==> config.mk <==
export PLATFORM = sky130hd
export DESIGN_NAME = aligned_stack_allocator_unit
export DESIGN_NICKNAME = d
export VERILOG_FILES = /design/src/rtl/core/asa_pkg.sv /design/src/rtl/core/aligned_stack_allocator_unit.sv
export VERILOG_INCLUDE_DIRS = /design/src /design/src/rtl/core
export SDC_FILE = /design/constraint.sdc
export NUM_CORES = 1
export LEC_CHECK = 0
export ABC_AREA = 1
export BUFFER_PORTS_ARGS = -buffer_cell sky130_fd_sc_hd__clkbuf_2
export CELL_PAD_IN_SITES_DETAIL_PLACEMENT = 0
export CELL_PAD_IN_SITES_GLOBAL_PLACEMENT = 1
export CORE_MARGIN = 2
export CORE_UTILIZATION = 50
export DETAILED_ROUTE_END_ITERATION = 16
export PLACE_DENSITY_LB_ADDON = 0.1
export SYNTH_ARGS = -nofsm -noshare
export SYNTH_HDL_FRONTEND = slang
export SYNTH_SLANG_ARGS = --single-unit
export TNS_END_PERCENT = 10
==> constraint.sdc <==
create_clock -name clk_i -period 11.8 [get_ports clk_i]
set_input_delay 2.95 -clock clk_i [delete_from_list [all_inputs] [get_ports clk_i]]
set_output_delay 2.95 -clock clk_i [all_outputs]
set_load 0.02 [all_outputs]
==> src/rtl/core/aligned_stack_allocator_unit_assert.svh <==
// assertion macros for the stack allocator
`ifndef ALIGNED_STACK_ALLOCATOR_UNIT_ASSERT_SVH
`define ALIGNED_STACK_ALLOCATOR_UNIT_ASSERT_SVH

// condition holds in the same cycle as its trigger
`define ASA_ASSERT_NOW(lbl, ante, cons, msg) \
  lbl: assert property (@(posedge clk_i) disable iff (!rst_ni) (ante) |-> (cons)) \
    else $error(msg);

// condition holds in the cycle after its trigger
`define ASA_ASSERT_NEXT(lbl, ante, cons, msg) \
  lbl: assert property (@(posedge clk_i) disable iff (!rst_ni) (ante) |=> (cons)) \
    else $error(msg);

`endif

==> src/rtl/core/asa_pkg.sv <==
package asa_pkg;

  localparam int unsigned AddrW        = 40;
  localparam int unsigned LenW         = 41;
  localparam int unsigned StatusW      = 3;
  localparam int unsigned InUseW       = 4;
  localparam int unsigned Align        = 1024;
  localparam int unsigned MaxBlocksDef = 12;

  typedef enum logic [0:0] {
    OP_ALLOC = 1'b0,
    OP_FREE  = 1'b1
  } op_e;

  typedef enum logic [StatusW-1:0] {
    ST_OK       = 3'd0,
    ST_FULL     = 3'd1,
    ST_CAPACITY = 3'd2,
    ST_EMPTY    = 3'd3,
    ST_NOT_TOP  = 3'd4
  } status_e;

  typedef enum logic [0:0] {
    CFG_BASE     = 1'b0,
    CFG_RESERVED = 1'b1
  } cfg_e;

  typedef struct packed {
    op_e              opcode;
    logic [AddrW-1:0] request_bytes;
    logic [AddrW-1:0] release_address;
  } req_t;

  typedef struct packed {
    logic [AddrW-1:0]  block_address;
    status_e           status;
    logic [InUseW-1:0] blocks_in_use;
  } rsp_t;

  typedef struct packed {
    logic [AddrW-1:0] start;
    logic [LenW-1:0]  length;
  } entry_t;

endpackage

==> src/rtl/core/aligned_stack_allocator_unit.sv <==
// Stack (last-in-first-out) allocator over one reserved address region.
// Config port: cfg_we_i writes cfg_data_i into the register chosen by
// cfg_idx_i (base address or reserved size); write only while idle.
// Input channel carries one request item: allocate (request_bytes, rounded
// down to a multiple of 1024 plus one more unit) or free
// (release_address, must be the top block). Output channel returns one
// result item per request: block address, status code, blocks in use.
// An accepted request goes from S_IDLE to S_EXEC; its result is written to
// the output register as soon as that register is free. No new request is
// taken until the previous one leaves S_EXEC.
// in_stall_o is high while a request is being executed. A result waiting
// under out_stall_i does not block acceptance of the next request; that
// request then waits in execution until the output register is taken.
// Reset clears the block count, bytes in use and both registers; the block
// memory needs no clearing since only entries below the count are read.
module aligned_stack_allocator_unit #(
  parameter int unsigned MAX_BLOCKS = asa_pkg::MaxBlocksDef
) (
  input  logic                     clk_i,
  input  logic                     rst_ni,
  input  logic                     cfg_we_i,
  input  asa_pkg::cfg_e            cfg_idx_i,
  input  logic [asa_pkg::AddrW-1:0] cfg_data_i,
  input  logic                     in_valid_i,
  output logic                     in_stall_o,
  input  asa_pkg::req_t            in_req_i,
  output logic                     out_valid_o,
  input  logic                     out_stall_i,
  output asa_pkg::rsp_t            out_rsp_o
);
  import asa_pkg::*;

  localparam int unsigned IdxW = (MAX_BLOCKS > 1) ? $clog2(MAX_BLOCKS) : 1;
  localparam int unsigned CntW = $clog2(MAX_BLOCKS + 1);
  localparam logic [LenW-1:0] Slack = LenW'(Align * MAX_BLOCKS);

  typedef enum logic [0:0] {
    S_IDLE,
    S_EXEC
  } state_e;

  state_e            state_q;
  logic [CntW-1:0]   count_q, count_d;
  logic [LenW-1:0]   used_q, used_d;
  logic [AddrW-1:0]  base_q, reserved_q;
  req_t              req_q;
  logic              out_valid_q;
  rsp_t              out_rsp_q, rsp_d;

  entry_t            mem [MAX_BLOCKS];
  entry_t            rd_q;
  entry_t            wr_data;
  logic              mem_we, mem_re;
  logic [CntW-1:0]   top_cnt;

  logic              in_acc, out_free, done;
  logic [LenW-1:0]   length, capacity;
  logic [LenW:0]     total;
  logic [CntW+InUseW-1:0] cnt_ext;

  assign in_acc   = in_valid_i && (state_q == S_IDLE);
  assign out_free = !out_valid_q || !out_stall_i;
  assign done     = (state_q == S_EXEC) && out_free;

  assign in_stall_o  = (state_q != S_IDLE);
  assign out_valid_o = out_valid_q;
  assign out_rsp_o   = out_rsp_q;

  // top entry is fetched when the item is accepted
  assign top_cnt = count_q - CntW'(1);
  assign mem_re  = in_acc && (count_q != '0);

  always_ff @(posedge clk_i or negedge rst_ni) begin
    if (!rst_ni) begin
      base_q     <= '0;
      reserved_q <= '0;
    end else if (cfg_we_i) begin
      unique case (cfg_idx_i)
        CFG_BASE:     base_q     <= cfg_data_i;
        CFG_RESERVED: reserved_q <= cfg_data_i;
      endcase
    end
  end

  always_ff @(posedge clk_i) begin
    if (mem_we) begin
      mem[count_q[IdxW-1:0]] <= wr_data;
    end
    if (mem_re) begin
      rd_q <= mem[top_cnt[IdxW-1:0]];
    end
  end

  always_ff @(posedge clk_i) begin
    if (in_acc) begin
      req_q <= in_req_i;
    end
  end

  always_comb begin
    // rounding adds one full unit even to exact multiples
    length   = LenW'(req_q.request_bytes & ~AddrW'(Align - 1)) + LenW'(Align);
    total    = {1'b0, used_q} + {1'b0, length};
    capacity = LenW'(reserved_q) + Slack;

    wr_data.start  = base_q + used_q[AddrW-1:0];
    wr_data.length = length;

    mem_we  = 1'b0;
    count_d = count_q;
    used_d  = used_q;
    rsp_d.block_address = '0;
    rsp_d.status        = ST_OK;

    unique case (req_q.opcode)
      OP_ALLOC: begin
        if (count_q == CntW'(MAX_BLOCKS)) begin
          rsp_d.status = ST_FULL;
        end else if (total > {1'b0, capacity}) begin
          rsp_d.status = ST_CAPACITY;
        end else begin
          rsp_d.block_address = wr_data.start;
          mem_we  = done;
          count_d = count_q + CntW'(1);
          used_d  = total[LenW-1:0];
        end
      end
      OP_FREE: begin
        if (count_q == '0) begin
          rsp_d.status = ST_EMPTY;
        end else if (req_q.release_address != rd_q.start) begin
          rsp_d.status = ST_NOT_TOP;
        end else begin
          count_d = top_cnt;
          used_d  = used_q - rd_q.length;
        end
      end
    endcase

    cnt_ext = {{InUseW{1'b0}}, count_d};
    rsp_d.blocks_in_use = cnt_ext[InUseW-1:0];
  end

  always_ff @(posedge clk_i or negedge rst_ni) begin
    if (!rst_ni) begin
      state_q     <= S_IDLE;
      count_q     <= '0;
      used_q      <= '0;
      out_valid_q <= 1'b0;
      out_rsp_q   <= '0;
    end else begin
      if (out_valid_q && !out_stall_i && !done) begin
        out_valid_q <= 1'b0;
      end
      unique case (state_q)
        S_IDLE: begin
          if (in_acc) begin
            state_q <= S_EXEC;
          end
        end
        S_EXEC: begin
          if (out_free) begin
            count_q     <= count_d;
            used_q      <= used_d;
            out_valid_q <= 1'b1;
            out_rsp_q   <= rsp_d;
            state_q     <= S_IDLE;
          end
        end
      endcase
    end
  end

`include "aligned_stack_allocator_unit_assert.svh"

  `ASA_ASSERT_NOW(a_count_bound, 1'b1, count_q <= CntW'(MAX_BLOCKS), "block count over limit")
  `ASA_ASSERT_NOW(a_empty_no_bytes, count_q == '0, used_q == '0, "bytes in use with no blocks")
  `ASA_ASSERT_NEXT(a_accept_exec, in_acc, state_q == S_EXEC, "accepted item not executed")
  `ASA_ASSERT_NEXT(a_idle_stable, state_q == S_IDLE, $stable(count_q), "count moved while idle")

endmodule
==> results.py <==
metrics = {
    "die": {
        "ios": 176,
        "die_h_um": 325,
        "coreArea_mm2": 0.102,
        "start_util_pct": 50.5,
        "rows": 117,
        "die_area_mm2": 0.106,
        "die_width_um": 325,
    },
    "yosys": {
        "ys_seq_area_share_pct": 65.7,
        "netlist-cell-type-count": 55,
        "ys_seq_elements": 1154,
        "yosys_warnings": 0,
        "synth_edf_count": 994,
        "synthFlopType": "edfxtp_1",
        "synth_cells": 4619,
        "netlist_area_mm2": 0.0516,
        "synth_nets": 4878,
        "synth-async-reset-ratio_pct": 13.9,
        "synth_area_per_cell_um2": 11.2,
    },
    "route": {
        "drt-total-wl_um": 141000,
        "wire_per_inst_um": 22.7,
        "drtIter0Drc": 2983,
        "via_per_inst": 5.65,
        "wl_met2_um": 65100,
        "dr_wl_met3_um": 8240,
        "drt-met1-wl_um": 64800,
        "vias": 35200,
        "first_pass_iters": 5,
        "top_layer": "met4",
        "drc": 0,
        "ant_nets": 0,
    },
    "sta": {
        "fmax_mhz": 116,
        "fin_crit_sh_pct": 72.9,
        "hold_viol_final": 0,
        "finalSetupTns_ns": 0,
        "tightest_slew_ns": 1.39,
        "period_minus_slack_ns": 8.60,
        "setup_slack_ns": 3.20,
        "fin_skew_ns": 0.0350,
        "rsz0062_at_grt": "false",
        "setup_viol_count_final": 0,
        "slew_viol_final": 0,
        "worst_slew_margin_rel_pct": 6.83,
    },
    "power": {
        "switching_share_pct": 42.4,
        "power_density_mw_per_mm2": 292,
        "clock_power_share_pct": 21.5,
        "intPower_w": 0.00971,
        "p_comb_share_pct": 43.9,
        "p_leak_nw": 21.8,
        "p_sw_w": 0.00715,
        "ir_worst_vdd_mv": 0.316,
        "sequentialPowerShare_pct": 34.6,
    },
    "worst_setup_path": {
        "cpPeakStageDelay_ns": 0.98,
        "cp-start-kind": "flop",
        "cp.required_ns": 12.12,
        "cp_data_arrival_time_ns": 8.92,
        "endpoint_kind": "flop",
        "cp_slowest_cell": "nor3_2",
        "cp_max_fo": 41,
        "crit_type": "reg2reg",
    },
    "final_layout": {
        "fill_cells": 8811,
        "drive_gt1_share_pct": 10.5,
        "area_growth_pct": 11.9,
        "nets": 5013,
        "regArea_mm2": 0.0339,
        "multi_input_area_mm2": 0.0159,
        "final_cells": 6224,
    },
    "clock_network": {
        "clkLatencyLatePin_ns": 0.72,
        "clk_path_buf_depth": 3,
        "postCtsSetupRepairBufs": 0,
        "cts.clk_slew.worst_paths_ns": 0.06,
        "cts-root-buf": "clkbuf_16",
        "cts_tree": "built",
        "cts_resized": 0,
        "cts_hold_buf": 0,
        "cts_made_buffers": 117,
        "cts.sinks": 1154,
        "h-tree-depth": 3,
    },
    "flow_run": {
        "maxCapViolations": 0,
    },
    "grt": {
        "grt_usage_pct": 26.6,
        "grt_pass1_wl_um": 212000,
        "grt_pass1_vias": 33600,
        "antenna_found_initial": 1,
        "overflow": 0,
        "grt_max_degree": 199,
    },
    "placement": {
        "numPlacedInstances": 6003,
        "gp_congestion": 0.914,
        "io_buffers": 165,
        "place_ws_ns": 3.20,
        "dp_hpwl_um": 86900,
    },
    "min_path": {
        "hold_path_class": "reg2reg",
    },
    "run_status": {
        "status": "finished clean",
    },
}
[cell type report]
class | count | share of cell area [%]
Multi-Input combinational cell | 2981 | 27.6
Clock inverter | 63 | 1.00
Clock buffer | 157 | 5.57
Timing Repair Buffer | 230 | 2.38
Sequential cell | 1154 | 58.7
Tap cell | 1368 | 2.97
Antenna cell | 1 | 0.00434
Inverter | 270 | 1.78
[path summary, 6_finish.rpt]
kind	startpoint	endpoint	slack [ns]	depth (start not counted)
max in group asynchronous	rst_ni	out_rsp_o[6]$_DFFE_PN0P_	7.78	3
setup / recovery	req_q[50]$_DFFE_PP_	mem[8][30]$_DFFE_PP_	3.20	32
setup reg to reg	req_q[50]$_DFFE_PP_	mem[8][30]$_DFFE_PP_	3.20	32
min in group asynchronous	rst_ni	base_q[39]$_DFFE_PN0P_	2.28	1
hold reg to reg	out_rsp_o[34]$_DFFE_PN0P_	out_rsp_o[34]$_DFFE_PN0P_	0.49	2
hold / removal	out_rsp_o[34]$_DFFE_PN0P_	out_rsp_o[34]$_DFFE_PN0P_	0.49	2
[metrics by stage]
stage / area [um2] / util (%) / power, W / hold slack [ns]
after detailed placement: 53900 / 52.8 / 0.0133 / 0.469
after floorplan: 51600 / - / 0.0107 / 0.453
after global placement: 53900 / 52.8 / 0.0132 / 0.466
final: 57700 / 56.5 / 0.0169 / 0.485
after CTS: 57700 / 56.5 / 0.0169 / 0.490
after global routing: 57700 / 56.5 / 0.0179 / 0.507
[cell families (layout without fill, tap and decap cells)]
kind of cell / count (synthesis) / in the layout / share of synthesized area (%)
other cells: 0 / 1 / 0
buf+inv: 484 / 720 / 3.68
fa+ha+maj: 132 / 132 / 3.25
flops: 1154 / 1154 / 65.7
xor+xnor: 148 / 148 / 2.51
simple gates: 1639 / 1639 / 13.4
compound gates: 1062 / 1062 / 11.5
[worst max-delay path: cells and delay by family (launching register included)]
| kind | cells | cell delay, ns |
|---|---|---|
| compound gates | 4 | 0.74 |
| xor+xnor | 1 | 0.15 |
| fa+ha+maj | 3 | 0.89 |
| buf+inv | 3 | 1.23 |
| flops | 1 | 0.39 |
| simple gates | 21 | 4.68 |
[cells in the mapped netlist (8+ instances only)]
cell type	count	share of area [%]
edfxtp_1	994	58
nor2_1	723	5.3
nand2_1	602	4.4
o21ai_0	586	5.7
inv_1	259	1.9
o22ai_1	214	2.6
clkbuf_1	186	1.4
dfrtp_1	160	7.8
nand3_1	154	1.5
ha_1	129	3.1
a21oi_1	112	1.1
xor2_1	88	1.5
o31ai_1	74	1.1
xnor2_1	60	1.0
nand2_2	33	0.40
nor3_1	31	0.30
nand4_1	30	0.36
buf_2	16	0.16
a21o_1	14	0.20
a31oi_1	13	0.16
o21bai_1	11	0.16
inv_2	10	0.073
o21a_1	10	0.15
or2_2	10	0.12
and2_1	9	0.11
o21ai_1	8	0.078
[cell usage in the layout, fill, tap and decap left out, types with 14 or more instances in the layout]
cell type,instances
dfrtp_1,159
clkbuf_2,164
buf_4,61
nand4_1,30
ha_1,128
nand2_2,36
nor3_1,22
xnor2_1,59
xor2_1,87
o22ai_1,214
nand2_1,599
o31ai_1,74
nor2_1,721
clkbuf_16,120
a21oi_1,112
edfxtp_1,994
inv_1,258
nand3_1,154
clkinv_2,22
clkbuf_1,30
clkinv_1,23
a21o_1,14
o21ai_0,586
[per-layer routing]
| layer | GRT usage (%) | vias to the layer above |
|---|---|---|
| li1 | - | 16700 |
| met1 | 39.3 | 17300 |
| met2 | 42.4 | 1014 |
| met3 | 3.17 | 169 |
| met4 | 6.02 | 0 |
| met5 | 0 | - |
[flip-flops by register name, indices dropped and copies added (netlist names)]
signal,cells
mem,852
reserved_q,40
rd_q,71
in_stall_o,1
base_q,40
out_valid_o,1
req_q,71
count_q,4
out_rsp_o,43
used_q,31
[power groups by stage]
stage / Clock (W) / Combinational, W / Sequential (W)
after floorplan: 0 / 0.00489 / 0.00582
after global placement: 0 / 0.00731 / 0.00589
after detailed placement: 0 / 0.00736 / 0.00590
after CTS: 0.00369 / 0.00739 / 0.00582
after global routing: 0.00384 / 0.00820 / 0.00587
final: 0.00363 / 0.00740 / 0.00582
Power figures use the tool's default switching activity.
